--- src/hdl/dme_pkg.sv ---
// ----------------------------------------------------------------------------
// dme_pkg
// Shared types, constants and the command table for the delta move encoder.
// ----------------------------------------------------------------------------
package dme_pkg;

    localparam int COORD_W  = 15;
    localparam int BYTE_W   = 8;
    localparam int COUNT_W  = 12;
    localparam int DIGIT_W  = 5;    // radix 32
    localparam int MOVE_MAX = 7;    // command + up to six digits
    localparam int LEN_W    = 3;
    localparam int IDX_W    = 5;    // covers a full word list with flush

    // configuration register indexes
    localparam logic REG_CHAR_BIAS    = 1'b0;
    localparam logic REG_BUFFER_LIMIT = 1'b1;

    localparam logic [BYTE_W-1:0]  CHAR_BIAS_RST    = 8'd32;
    localparam logic [COUNT_W-1:0] BUFFER_LIMIT_RST = 12'd128;
    localparam logic [COUNT_W-1:0] COUNT_RST        = 12'd2;

    // flush sequence: ETX, spaces, STX, space
    localparam logic [BYTE_W-1:0] ETX_BYTE   = 8'h03;
    localparam logic [BYTE_W-1:0] STX_BYTE   = 8'h02;
    localparam logic [BYTE_W-1:0] SPACE_BYTE = 8'h20;
    localparam logic [IDX_W-1:0]  FLUSH_SPACES = 5'd20;
    localparam logic [IDX_W-1:0]  FLUSH_LEN    = 5'd23;

    // row = 3 - signed y digit count, column = 3 + signed x digit count
    localparam logic [5:0] MOVE_CMD_TABLE [7][7] = '{
        '{6'd17, 6'd41, 6'd45, 6'd28, 6'd44, 6'd40, 6'd16},
        '{6'd49, 6'd21, 6'd57, 6'd32, 6'd56, 6'd20, 6'd48},
        '{6'd53, 6'd61, 6'd25, 6'd36, 6'd24, 6'd60, 6'd52},
        '{6'd29, 6'd33, 6'd37, 6'd0,  6'd38, 6'd34, 6'd30},
        '{6'd55, 6'd63, 6'd27, 6'd39, 6'd26, 6'd62, 6'd54},
        '{6'd51, 6'd23, 6'd59, 6'd35, 6'd58, 6'd22, 6'd50},
        '{6'd19, 6'd43, 6'd47, 6'd31, 6'd46, 6'd42, 6'd18}
    };

    // one decoded move: command and digit bytes, already biased
    typedef struct packed {
        logic [MOVE_MAX-1:0][BYTE_W-1:0] bytes;
        logic [LEN_W-1:0]                len;
        logic                            flush;
        logic                            zero;
    } dme_move_t;

endpackage

--- src/hdl/dme_decode.sv ---
// ----------------------------------------------------------------------------
// dme_decode
// Deltas, base-32 digits, command lookup and byte count update for one move.
// ----------------------------------------------------------------------------
module dme_decode
    import dme_pkg::*;
(
    input  logic [COORD_W-1:0] from_x,
    input  logic [COORD_W-1:0] from_y,
    input  logic [COORD_W-1:0] to_x,
    input  logic [COORD_W-1:0] to_y,
    input  logic [BYTE_W-1:0]  char_bias,
    input  logic [COUNT_W-1:0] buffer_limit,
    input  logic [COUNT_W-1:0] byte_count,
    output dme_move_t          move,
    output logic [COUNT_W-1:0] count_next
);

    logic               xneg, yneg;
    logic [COORD_W-1:0] mag_x, mag_y;
    logic [1:0]         xc, yc;
    logic [2:0][BYTE_W-1:0] xd, yd;
    logic [2:0]         row, col;
    logic [COUNT_W:0]   sum;

    function automatic logic [1:0] digit_count(input logic [COORD_W-1:0] mag);
        logic [1:0] c;
        if (mag[14:10] != '0) begin
            c = 2'd3;
        end else if (mag[9:5] != '0) begin
            c = 2'd2;
        end else if (mag[4:0] != '0) begin
            c = 2'd1;
        end else begin
            c = 2'd0;
        end
        return c;
    endfunction

    // digits high first, leading zeros dropped
    function automatic logic [2:0][BYTE_W-1:0] digit_bytes(
        input logic [COORD_W-1:0] mag,
        input logic [1:0]         cnt,
        input logic [BYTE_W-1:0]  bias
    );
        logic [BYTE_W-1:0]      hi, mi, lo;
        logic [2:0][BYTE_W-1:0] d;
        hi = 8'({3'b0, mag[14:10]} + bias);
        mi = 8'({3'b0, mag[9:5]} + bias);
        lo = 8'({3'b0, mag[4:0]} + bias);
        case (cnt)
            2'd3:    d = {lo, mi, hi};
            2'd2:    d = {lo, lo, mi};
            default: d = {lo, lo, lo};
        endcase
        return d;
    endfunction

    assign xneg  = to_x < from_x;
    assign yneg  = to_y < from_y;
    assign mag_x = xneg ? from_x - to_x : to_x - from_x;
    assign mag_y = yneg ? from_y - to_y : to_y - from_y;
    assign xc    = digit_count(mag_x);
    assign yc    = digit_count(mag_y);
    assign xd    = digit_bytes(mag_x, xc, char_bias);
    assign yd    = digit_bytes(mag_y, yc, char_bias);
    assign col   = xneg ? 3'd3 - {1'b0, xc} : 3'd3 + {1'b0, xc};
    assign row   = yneg ? 3'd3 + {1'b0, yc} : 3'd3 - {1'b0, yc};

    always_comb begin
        logic [2:0] j;
        logic [2:0] r;
        move.bytes[0] = 8'({2'b0, MOVE_CMD_TABLE[row][col]} + char_bias);
        for (int k = 1; k < MOVE_MAX; k++) begin
            j = 3'(k - 1);
            r = j - {1'b0, xc};
            if (j < {1'b0, xc}) begin
                move.bytes[k] = xd[j[1:0]];
            end else if (r < 3'd3) begin
                move.bytes[k] = yd[r[1:0]];
            end else begin
                move.bytes[k] = '0;
            end
        end
        move.len  = 3'd1 + {1'b0, xc} + {1'b0, yc};
        move.zero = (mag_x == '0) && (mag_y == '0);
        sum        = {1'b0, byte_count} + 13'(move.len);
        move.flush = sum > {1'b0, buffer_limit};
        count_next = move.flush ? COUNT_RST : sum[COUNT_W-1:0];
    end

endmodule

--- src/hdl/dme_emit.sv ---
// ----------------------------------------------------------------------------
// dme_emit
// Holds one decoded move and sends its bytes, then any flush sequence,
// one word per cycle through the output register while m_ready is high.
// ----------------------------------------------------------------------------
module dme_emit
    import dme_pkg::*;
(
    input  logic              aclk,
    input  logic              aresetn,
    input  logic              load,
    input  dme_move_t         move,
    output logic              free,
    output logic              m_valid,
    input  logic              m_ready,
    output logic [BYTE_W-1:0] m_out_byte,
    output logic              m_last
);

    logic                            b_valid_reg;
    logic [MOVE_MAX-1:0][BYTE_W-1:0] b_bytes_reg;
    logic [LEN_W-1:0]                b_len_reg;
    logic                            b_flush_reg;
    logic [IDX_W-1:0]                idx_reg;
    logic                            m_valid_reg;
    logic [BYTE_W-1:0]               m_out_byte_reg;
    logic                            m_last_reg;

    logic [IDX_W-1:0]  total, fpos;
    logic [BYTE_W-1:0] cur_byte;
    logic              cur_last, out_adv, emit, done;

    assign total = IDX_W'(b_len_reg) + (b_flush_reg ? FLUSH_LEN : '0);
    assign fpos  = idx_reg - IDX_W'(b_len_reg);

    always_comb begin
        if (idx_reg < IDX_W'(b_len_reg)) begin
            cur_byte = b_bytes_reg[idx_reg[LEN_W-1:0]];
        end else if (fpos == '0) begin
            cur_byte = ETX_BYTE;
        end else if (fpos == FLUSH_SPACES + 5'd1) begin
            cur_byte = STX_BYTE;
        end else begin
            cur_byte = SPACE_BYTE;
        end
    end

    assign cur_last = idx_reg == total - 5'd1;
    assign out_adv  = !m_valid_reg || m_ready;
    assign emit     = b_valid_reg && out_adv;
    assign done     = emit && cur_last;
    assign free     = !b_valid_reg || done;

    always_ff @(posedge aclk) begin
        if (!aresetn) begin
            b_valid_reg <= 1'b0;
            idx_reg     <= '0;
        end else if (load) begin
            b_valid_reg <= 1'b1;
            idx_reg     <= '0;
        end else if (done) begin
            b_valid_reg <= 1'b0;
        end else if (emit) begin
            idx_reg <= idx_reg + 5'd1;
        end
    end

    always_ff @(posedge aclk) begin
        if (load) begin
            b_bytes_reg <= move.bytes;
            b_len_reg   <= move.len;
            b_flush_reg <= move.flush;
        end
    end

    always_ff @(posedge aclk) begin
        if (!aresetn) begin
            m_valid_reg <= 1'b0;
        end else if (out_adv) begin
            m_valid_reg <= b_valid_reg;
        end
    end

    always_ff @(posedge aclk) begin
        if (emit) begin
            m_out_byte_reg <= cur_byte;
            m_last_reg     <= cur_last;
        end
    end

    assign m_valid    = m_valid_reg;
    assign m_out_byte = m_out_byte_reg;
    assign m_last     = m_last_reg;

endmodule

--- src/hdl/plotter_delta_move_encoder_unit.sv ---
// ----------------------------------------------------------------------------
// plotter_delta_move_encoder_unit
// Turns pen moves into plotter link bytes with periodic buffer flush.
// ----------------------------------------------------------------------------
// A move word is registered, decoded combinationally into a command byte
// plus one to six base-32 digit bytes, and then sent out from the output
// register, followed by the 23-byte flush sequence when the byte count
// passes buffer_limit. A move thus sends 2 to 7 bytes, or 25 to 30 with a
// flush; a zero move sends nothing. The output stage sets the rate: one byte
// per cycle while m_ready is high. The next move is decoded while the last
// byte of the current one is sent, so bytes of consecutive moves follow
// without a gap. A move passes the input register, move buffer and output
// register before its first byte appears. Config writes are always ready.
// ----------------------------------------------------------------------------
module plotter_delta_move_encoder_unit
    import dme_pkg::*;
(
    input  logic               aclk,
    input  logic               aresetn,
    input  logic               cfg_valid,
    output logic               cfg_ready,
    input  logic               cfg_index,
    input  logic [COUNT_W-1:0] cfg_data,
    input  logic               s_valid,
    output logic               s_ready,
    input  logic [COORD_W-1:0] s_from_x,
    input  logic [COORD_W-1:0] s_from_y,
    input  logic [COORD_W-1:0] s_to_x,
    input  logic [COORD_W-1:0] s_to_y,
    output logic               m_valid,
    input  logic               m_ready,
    output logic [BYTE_W-1:0]  m_out_byte,
    output logic               m_last
);

    logic [BYTE_W-1:0]  char_bias_reg;
    logic [COUNT_W-1:0] buffer_limit_reg;
    logic [COUNT_W-1:0] byte_count_reg;
    logic [COUNT_W-1:0] byte_count_next;
    logic               a_valid_reg;
    logic [COORD_W-1:0] from_x_reg, from_y_reg, to_x_reg, to_y_reg;

    dme_move_t move;
    logic      b_free, a_adv, load;

    assign cfg_ready = 1'b1;

    always_ff @(posedge aclk) begin
        if (!aresetn) begin
            char_bias_reg    <= CHAR_BIAS_RST;
            buffer_limit_reg <= BUFFER_LIMIT_RST;
        end else if (cfg_valid) begin
            case (cfg_index)
                REG_CHAR_BIAS:    char_bias_reg    <= cfg_data[BYTE_W-1:0];
                REG_BUFFER_LIMIT: buffer_limit_reg <= cfg_data;
                default:          ;
            endcase
        end
    end

    assign a_adv   = a_valid_reg && b_free;
    assign load    = a_adv && !move.zero;
    assign s_ready = !a_valid_reg || b_free;

    always_ff @(posedge aclk) begin
        if (!aresetn) begin
            a_valid_reg <= 1'b0;
        end else if (s_valid && s_ready) begin
            a_valid_reg <= 1'b1;
        end else if (a_adv) begin
            a_valid_reg <= 1'b0;
        end
    end

    always_ff @(posedge aclk) begin
        if (s_valid && s_ready) begin
            from_x_reg <= s_from_x;
            from_y_reg <= s_from_y;
            to_x_reg   <= s_to_x;
            to_y_reg   <= s_to_y;
        end
    end

    // count follows each nonzero move in order
    always_ff @(posedge aclk) begin
        if (!aresetn) begin
            byte_count_reg <= COUNT_RST;
        end else if (load) begin
            byte_count_reg <= byte_count_next;
        end
    end

    dme_decode u_decode (
        .from_x       (from_x_reg),
        .from_y       (from_y_reg),
        .to_x         (to_x_reg),
        .to_y         (to_y_reg),
        .char_bias    (char_bias_reg),
        .buffer_limit (buffer_limit_reg),
        .byte_count   (byte_count_reg),
        .move         (move),
        .count_next   (byte_count_next)
    );

    dme_emit u_emit (
        .aclk       (aclk),
        .aresetn    (aresetn),
        .load       (load),
        .move       (move),
        .free       (b_free),
        .m_valid    (m_valid),
        .m_ready    (m_ready),
        .m_out_byte (m_out_byte),
        .m_last     (m_last)
    );

endmodule

--- config.mk ---
export PLATFORM = sky130hd
export DESIGN_NAME = plotter_delta_move_encoder_unit
export DESIGN_NICKNAME = d
export VERILOG_FILES = /design/src/hdl/dme_pkg.sv /design/src/hdl/dme_decode.sv /design/src/hdl/dme_emit.sv /design/src/hdl/plotter_delta_move_encoder_unit.sv
export SDC_FILE = /design/constraint.sdc
export NUM_CORES = 1
export LEC_CHECK = 0
export ABC_AREA = 0
export BUFFER_PORTS_ARGS = -buffer_cell sky130_fd_sc_hd__buf_4
export CAP_MARGIN = 20
export CORE_UTILIZATION = 56
export DETAILED_ROUTE_END_ITERATION = 8
export GPL_TIMING_DRIVEN = 0
export PLACE_DENSITY = 0.86
export SETUP_SLACK_MARGIN = 0.2
export SYNTH_ARGS = -nofsm -noshare
export SYNTH_HDL_FRONTEND = slang
export SYNTH_SLANG_ARGS = --single-unit
--- constraint.sdc ---
create_clock -name aclk -period 8.3 [get_ports aclk]
set_input_delay 1.66 -clock aclk [delete_from_list [all_inputs] [get_ports aclk]]
set_output_delay 1.66 -clock aclk [all_outputs]
set_load 0.05 [all_outputs]
# --- Word-level counts from Yosys, hierarchy flattened ---
# Memories as Yosys holds them, arrays and structs flattened.
# Cells that the tools add are included.
totals:
  output_inout_bits: 12
  in_bits: 78
  elab_cells: 163
  rom_bits: 336
  ff_bits: 169
  mem_count: 1
classes:
  eq_ne: 6
  muxes: 50
  order_cmp: 24
  addsub: 27
  reduce_logical: 28
  bitwise: 5
mem_list:
  columns: ["name", "depth", "width", "read_ports", "rd_clocked_by_memory_dff", "wr", "line_no", "source"]
  rows:
  - ["(no name shown)", 8, 42, 1, 0, 0, "dme_decode.sv:73", "move.bytes[0] = 8'({2'b0, MOVE_CMD_TABLE[row][col]} + char_bias);"]
ops:
  columns: ["operator", "n"]
  rows:
  - ["2-to-1 mux 8 bit", 19]
  - ["binary-select mux 8 bit (select 2 bit)", 6]
  - ["2-to-1 mux 42 bit", 2]
  - ["case mux 16 bit (2 select lines)", 2]
  - ["subtractor 15 bit", 4]
  - ["adder 5 x 8 -> 8 bit", 6]
  - ["zero test 15 bit", 2]
  - ["less-than comparator 15 bit", 2]
  - ["2-to-1 mux 15 bit", 2]
  - ["nonzero test 5 bit", 6]
  - ["binary-select mux 8 bit (select 3 bit)", 1]
  - ["binary-select mux 6 bit (select 3 bit)", 1]
  - ["less-than comparator 2 x 3 -> 1 bit, second input constant", 6]
  - ["less-than comparator 3 x 2 -> 1 bit, second input constant", 6]
  - ["2-to-1 mux 6 bit", 3]
  - ["adder 12 x 3 -> 13 bit", 1]
  - ["greater-than comparator 13 x 12 -> 1 bit", 1]
  - ["2-to-1 mux 12 bit", 1]
  - ["subtractor 2 x 2 -> 3 bit, first input constant", 3]
  - ["adder 6 x 8 -> 8 bit", 1]
  - ["== test 2 bit, second input constant", 4]
  - [">= comparator 4 bit, second input constant", 2]
  - ["2-to-1 mux 2 bit", 4]
  - ["inverter 3 -> 4 bit", 2]
  - ["27 further kinds", 53]

# --- Logic depth before layout (Yosys ltp) ---
# Gate-level depths: netlist of the first run.
logic_depth:
  ltp_word: 16
  mapped_depth: 36
  ltp_nobuf: 34

# --- Hierarchy ---
# From an unflattened synthesis of the first run, not the netlist that was laid out.
unflattened:
  hier_cells: 1521
  area_unflattened_um2: 13910.8
by_module_without_submodules:
  columns: ["module", "cells_per_inst", "area_per_inst_um2", "instances"]
  rows:
  - ["dme_decode", 1088, 7493.4, 1]
  - ["dme_emit", 222, 3350.7, 1]
  - ["plotter_delta_move_encoder_unit", 211, 3066.7, 1]

# --- Worst setup path before layout of the first run ---
# OpenSTA, ideal clock, no wires.
synth_path:
  kind: "flip-flop to flip-flop"
  start: "reg from_y_reg[12]"
  end: "reg byte_count_reg[1]"
  t_required_ns: 8.174
  setup_slack_ns: 1.228
  arrival_time_ns: 6.946
  stages_incl_launch_ff: 33
  synth_period_minus_slack_ns: 7.072
  cell_sequence: "edfxtp_1 > inv_1 > ha_1 > buf_6 > and3_1 > and2_1 > a221o_1 > a21o_1 > buf_6 > mux2_4 > xor2_1 > or4_1 > buf_2 > or2_0 > buf_6 > o21a_1 > ha_1 > fa_1 > inv_1 > ha_1 > a21o_1 > a21oi_1 > nor2_1 > and3_1 > nand3_1 > xnor2_1 > ha_1 > or4_1 > a211o_1 > a21oi_1 > and3_1 > buf_2 > a22oi_1"
synth_rtl:
  columns: ["item", "line_no", "source"]
  rows:
  - ["start, declared", "plotter_delta_move_encoder_unit.sv:41", "logic [COORD_W-1:0] from_x_reg, from_y_reg, to_x_reg, to_y_reg;"]
  - ["start signal, assigned", "plotter_delta_move_encoder_unit.sv:78", "from_y_reg <= s_from_y;"]
  - ["end signal, assigned", "plotter_delta_move_encoder_unit.sv:89", "byte_count_reg <= byte_count_next;"]
  - ["end, declared", "plotter_delta_move_encoder_unit.sv:38", "logic [COUNT_W-1:0] byte_count_reg;"]

==> flow_metrics.env, run 1 <==
export IMPL_maxCapViolCount=0
export IMPL_hold_class="reg2reg"
export IMPL_seq_area_frac_synth=0.352
export IMPL_max_freq_mhz=128
export IMPL_core_um2=22900
export IMPL_crit_arrival_ps=8180
export IMPL_end_kind="register"
export IMPL_avgSynthCellArea_um2=9.21
export IMPL_layout_nets=1778
export IMPL_overflow=0
export IMPL_vias=11400
export IMPL_final_util=0.662
export IMPL_ios=90
export IMPL_leakage_nw=6.50
export IMPL_fp_dieH_um=156
export IMPL_total_power_mw=2.96
export IMPL_ys_top_cells_by_area="edfxtp_1, ha_1, dfxtp_1, a21oi_1, inv_1"
export IMPL_routed_via_density=6.04
export IMPL_clock_latency_ps=440
export IMPL_synth_most_common_cell="inv_1"
export IMPL_yosys_top_cells_count="inv_1, edfxtp_1, ha_1"
export IMPL_async_reset_ff_frac=0
export IMPL_peakVddDrop_mv=0.129
export IMPL_yosysTopAreaCell="edfxtp_1"
export IMPL_rows=55
export IMPL_postRouteAntennaNets=0
export IMPL_period_minus_slack_ps=7800
export IMPL_cts_tree="done"
export IMPL_reg2reg_depth=32
export IMPL_syn_cell_area_um2=13300
export IMPL_powerDensity_nw_per_um2=195
export IMPL_clockRootBuffer="clkbuf_16"
export IMPL_startpoint_type="register"
export IMPL_rrSetupSlack_ps=500
export IMPL_finalWorstSetupSlack_ps=502
export IMPL_htreeDepth=4
export IMPL_worst_slew_pin_slew_ps=906
export IMPL_hold_path_depth=2
export IMPL_placed_area_um2=14400
export IMPL_dp_hpwl_um=27100
export IMPL_crit_path_start="from_y_reg[12]$_DFFE_PP_"
export IMPL_die_x_um=156
export IMPL_routabilityCongestion=1.00
export IMPL_hold_viol_final=0
export IMPL_slew_headroom=0.395
export IMPL_drv_slew=0
export IMPL_cp_common_cell="ha_1"
export IMPL_grt_start_max_net_pins=52
export IMPL_wire_per_inst_um=18.3
export IMPL_period_share=0.940
export IMPL_netlist_instances=1442
export IMPL_syn2layout_area_growth_pct=14.3
export IMPL_synth_seq_cells=169
export IMPL_drt_total_wl_um=34500
export IMPL_clockBufferDepth=2
export IMPL_clock_skew_ps=12.3
export IMPL_status="complete, no violations"
export IMPL_largest_reg_flops=56
export IMPL_start_util=0.580
export IMPL_grt_pass1_wl_um=55400
export IMPL_cts_sinks=169
export IMPL_stdcell_area_um2=15200
export IMPL_path_clk_slew_ps=70
export IMPL_drive_gt1_frac=0.136
export IMPL_cts_hold_buf=0
export IMPL_crit_family="simple AND/OR/NAND/NOR gates"
export IMPL_grt_pass1_vias=11100
export IMPL_drt_iter0_markers=821
export IMPL_syn_nets=1662
export IMPL_register_area_um2=4670
export IMPL_numPortBuffers=88
export IMPL_yosysWarnings=0
export IMPL_numCtsBuffers=17
export IMPL_ys_types=83
export IMPL_antenna_cells=0
export IMPL_critPathBufInv=7
export IMPL_fp_dieArea_um2=24300
export IMPL_report_final_setup_viol=0
export IMPL_cp_slowest_cell="fa_1"
export IMPL_grt_usage=0.290
export IMPL_critPathRequiredTime_ps=8680
export IMPL_r2r_end="byte_count_reg[6]$_SDFFE_PN0P_"
export IMPL_antenna_found_initial=0
export IMPL_netlist_area_leader_share=0.292
export IMPL_synth_edf_count=129
export IMPL_fillCellCount=1874
export IMPL_critical_path_max_stage_delay_ps=610
export IMPL_hold_end="buffer_limit_reg[5]$_SDFFE_PN0P_"
export IMPL_drc=0
export IMPL_dr_pass1_iters=5
export IMPL_synth_flop_cell="edfxtp_1"
export IMPL_critPathMaxFanout=10
export IMPL_timing_worst_setup_path_type="reg2reg"
export IMPL_r2r_start="from_y_reg[12]$_DFFE_PP_"
export IMPL_hp_start="buffer_limit_reg[5]$_SDFFE_PN0P_"
export IMPL_place_ws_ps=-96.0
export IMPL_rsz0062_at_grt="no"
export IMPL_multiInputGateArea_um2=7920
## power by group
part           internal [mW]  switching [mW]  total (mW)  leakage [nW]
registers               1.01          0.0294        1.04          1.54
logic                  0.417           0.670        1.09          4.67
clock network          0.457           0.373       0.831         0.291
## layer usage
layer | global-route usage | vias up | part of all wire
met4 | 0.141 | 0 | 0.040
met1 | 0.362 | 5388 | 0.43
met2 | 0.491 | 457 | 0.47
met5 | 0 | - | 0
met3 | 0.0450 | 102 | 0.058
li1 | - | 5438 | -
## stage by stage
stage	TNS (ps)	instances	hold WS [ps]
finish	0	1884	463
global route	0	1884	486
detailed placement	-614	1846	457
floorplan	0	1442	443
CTS	0	1878	467
global placement	0	1843	452
## cell usage in the layout, fill, tap and decap left out, types with 9 or more instances in the layout
cell	instances
o21bai_1	11
clkbuf_16	17
a21oi_1	108
nand2_1	117
xnor2_1	51
buf_4	95
dfxtp_1	40
nor3_1	23
ha_1	126
clkbuf_1	31
buf_1	11
nor2b_1	20
buf_2	14
nand3_1	19
a22o_1	9
a31oi_1	10
a21boi_0	24
o21ai_0	53
fa_1	15
o21a_1	14
mux2i_1	35
inv_1	132
edfxtp_1	129
o22ai_1	19
a21o_1	34
a211oi_1	20
o211ai_1	14
mux2_2	9
nand4_1	10
and3_1	15
and2_1	18
nor2_1	102
clkbuf_2	10
xor2_1	35
## logic make-up after synthesis
group,synth area share
compound gates,0.207
other cells,0.000282
buf+inv,0.0613
xor+xnor,0.0567
simple gates,0.132
flops,0.352
mux,0.0487
fa+ha+maj,0.142
## cell type report
class,count,share of cell area
well taps,313,0.0258
flip-flops and latches,169,0.308
plain buffers,70,0.0214
inverters,135,0.0334
repair buffers,97,0.0495
clock inverters,14,0.0117
multi-input cells,1068,0.522
clock buffers,18,0.0283
## tightest hold or removal path: stages (launching register included)
cell      delay, ps
dfxtp_1         310
nand2_1          40
a21boi_0         60
## worst max-delay path by stage
stage,to,cells after the start
3_3_place_gp,byte_count_reg[1]$_SDFFE_PN1P_,31
6_report,byte_count_reg[6]$_SDFFE_PN0P_,32
2_1_floorplan,byte_count_reg[1]$_SDFFE_PN1P_,32
3_5_place_dp,byte_count_reg[8]$_SDFFE_PN0P_,31
5_1_grt,byte_count_reg[6]$_SDFFE_PN0P_,32
4_1_cts,byte_count_reg[0]$_SDFFE_PN0P_,31
## repair_timing
item	in CTS	in global routing
setup buffers	0	6
gates resized for setup	6	45
pin swaps	0	7
setup endpoints to repair	13	13
Power figures use the tool's default switching activity.
==> run 2: changes to the inputs <==
--- a/config.mk
+++ b/config.mk
@@ -11,7 +11,7 @@
 export CORE_UTILIZATION = 56
 export DETAILED_ROUTE_END_ITERATION = 8
 export GPL_TIMING_DRIVEN = 0
-export PLACE_DENSITY = 0.86
+export PLACE_DENSITY_LB_ADDON = 0.2
 export SETUP_SLACK_MARGIN = 0.2
 export SYNTH_ARGS = -nofsm -noshare
 export SYNTH_HDL_FRONTEND = slang
==> run 2 against run 1 <==
Compared with the run above:
- maximum frequency is 0.27% higher
- worst setup slack gained 21 ps
- die area stayed put
- flip-flop and latch count is the same
- final cell count about the same
- highest routed layer unchanged
- critical path type unchanged
- sequential power about the same
- global-route usage increased by 0.083 points
==> flow_metrics.env, run 2 (synthesis gave the netlist of run 1 again) <==
export IMPL_internal_power_mw=1.82
export IMPL_clock_latency_ps=450
export IMPL_r2r_end="byte_count_reg[1]$_SDFFE_PN1P_"
export IMPL_max_freq_mhz=129
export IMPL_clock_skew_ps=17.4
export IMPL_wire_per_inst_um=18.5
export IMPL_critPathBufInv=7
export IMPL_drt_total_wl_um=34800
export IMPL_cts_sinks=169
export IMPL_final_cell_mix="inv_1, edfxtp_1, ha_1"
export IMPL_crit_family="compound AO/OA/AOI/OAI gates"
export IMPL_numCtsBuffers=17
export IMPL_layout_nets=1777
export IMPL_r2r_start="from_y_reg[8]$_DFFE_PP_"
export IMPL_postRouteAntennaNets=0
export IMPL_grt_pass1_vias=10600
export IMPL_maxCapViolCount=0
export IMPL_ios=90
export IMPL_reg2reg_depth=32
export IMPL_clockPowerShare=0.274
export IMPL_cts_tree="done"
export IMPL_rsz0062_at_grt="no"
export IMPL_routed_via_density=5.95
export IMPL_end_kind="register"
export IMPL_startpoint_type="register"
export IMPL_drc=0
export IMPL_clockBufferDepth=2
export IMPL_core_um2=22900
export IMPL_clockRootBuffer="clkbuf_16"
export IMPL_drt_iter0_markers=857
export IMPL_grt_usage=0.291
export IMPL_drive_gt1_frac=0.129
export IMPL_timing_worst_setup_path_type="reg2reg"
export IMPL_period_minus_slack_ps=7780
export IMPL_hp_start="buffer_limit_reg[3]$_SDFFE_PN0P_"
export IMPL_fp_dieH_um=156
export IMPL_rrSetupSlack_ps=520
export IMPL_leakage_nw=6.48
export IMPL_vias=11200
export IMPL_syn2layout_area_growth_pct=13.8
export IMPL_start_util=0.580
export IMPL_cp_slowest_cell="fa_1"
export IMPL_final_util=0.659
export IMPL_dp_hpwl_um=27100
export IMPL_antenna_cells=0
export IMPL_antenna_found_initial=0
export IMPL_hold_end="buffer_limit_reg[3]$_SDFFE_PN0P_"
export IMPL_largest_reg_flops=56
export IMPL_numPortBuffers=88
export IMPL_worst_slew_pin_slew_ps=924
export IMPL_report_final_setup_viol=0
export IMPL_final_common_cell="inv_1"
export IMPL_htreeDepth=4
export IMPL_grt_start_max_net_pins=51
export IMPL_powerDensity_nw_per_um2=194
export IMPL_drv_slew=0
export IMPL_hold_path_depth=2
export IMPL_critPathMaxFanout=10
export IMPL_seqPwrFrac=0.355
export IMPL_power_switching_mw=1.10
export IMPL_die_x_um=156
export IMPL_hold_viol_final=0
export IMPL_hold_class="reg2reg"
export IMPL_swShare=0.377
export IMPL_overflow=0
export IMPL_fp_dieArea_um2=24300
export IMPL_peakVddDrop_mv=0.120
export IMPL_critical_path_max_stage_delay_ps=590
export IMPL_rows=55
export IMPL_grt_pass1_wl_um=55100
export IMPL_setup_tns_ps=0
export IMPL_period_share=0.937
export IMPL_cp_common_cell="ha_1"
export IMPL_crit_arrival_ps=8100
export IMPL_status="complete, no violations"
export IMPL_dr_pass1_iters=6
export IMPL_pwr_share_comb=0.371
export IMPL_routabilityCongestion=0.996
export IMPL_path_clk_slew_ps=80
export IMPL_critPathRequiredTime_ps=8620
export IMPL_slew_headroom=0.383
run 2: cell type report:
cell class                 count  area (µm²)
multi-input combinational   1068        7880
fill                        1870        7800
sequential                   169        4670
timing repair buffer          96         756
inverter                     135         507
clock buffer                  17         425
tap                          313         392
buffer                        70         319
clock inverter                15         155
run 2: worst max path at each step:
stage,cells after the start,startpoint,end
6_report,32,from_y_reg[8]$_DFFE_PP_,byte_count_reg[1]$_SDFFE_PN1P_
5_1_grt,31,to_y_reg[0]$_DFFE_PP_,byte_count_reg[1]$_SDFFE_PN1P_
4_1_cts,32,from_x_reg[13]$_DFFE_PP_,byte_count_reg[1]$_SDFFE_PN1P_
3_5_place_dp,31,from_x_reg[6]$_DFFE_PP_,byte_count_reg[1]$_SDFFE_PN1P_
3_3_place_gp,31,from_x_reg[6]$_DFFE_PP_,byte_count_reg[1]$_SDFFE_PN1P_
2_1_floorplan,32,from_y_reg[12]$_DFFE_PP_,byte_count_reg[1]$_SDFFE_PN1P_
run 2: metal layers:
metal	wire length, µm	vias to the layer above	global-route usage	share of wire
met3	1650	72	0.0331	0.047
met2	16900	393	0.505	0.49
met4	1160	0	0.116	0.033
li1	-	5426	-	-
met1	15100	5312	0.370	0.43
met5	0	-	0	0
run 2: power by group through the flow:
| stage | clock network [mW] | logic [mW] | registers [mW] |
|---|---|---|---|
| global placement | 0 | 1.02 | 1.06 |
| floorplan | 0 | 0.732 | 1.06 |
| finish | 0.803 | 1.09 | 1.04 |
| detailed placement | 0 | 1.04 | 1.06 |
| global route | 0.836 | 1.18 | 1.04 |
| CTS | 0.813 | 1.05 | 1.04 |
run 2: tightest hold or removal path, stage by stage (launching register included):
cell and delay, ps:
dfxtp_1 310, nand2_1 50, a21boi_0 60
run 2: timing repair:
item | CTS | global route
cloned | 0 | 0
buffers inserted | 0 | 4
hold buffers | 0 | 0
gates resized for setup | 5 | 28
pin swaps | 0 | 3
setup endpoints to repair | 13 | 13
run 2: metrics by stage:
step	cells	power, mW	hold slack, ps	worst slack (ps)	cell area [µm²]
detailed placement	1847	2.10	459	-255	14400
CTS	1879	2.90	469	260	15000
finish	1883	2.93	466	523	15100
global placement	1843	2.07	454	-291	14300
global route	1883	3.06	491	183	15100
floorplan	1442	1.79	443	1230	13300
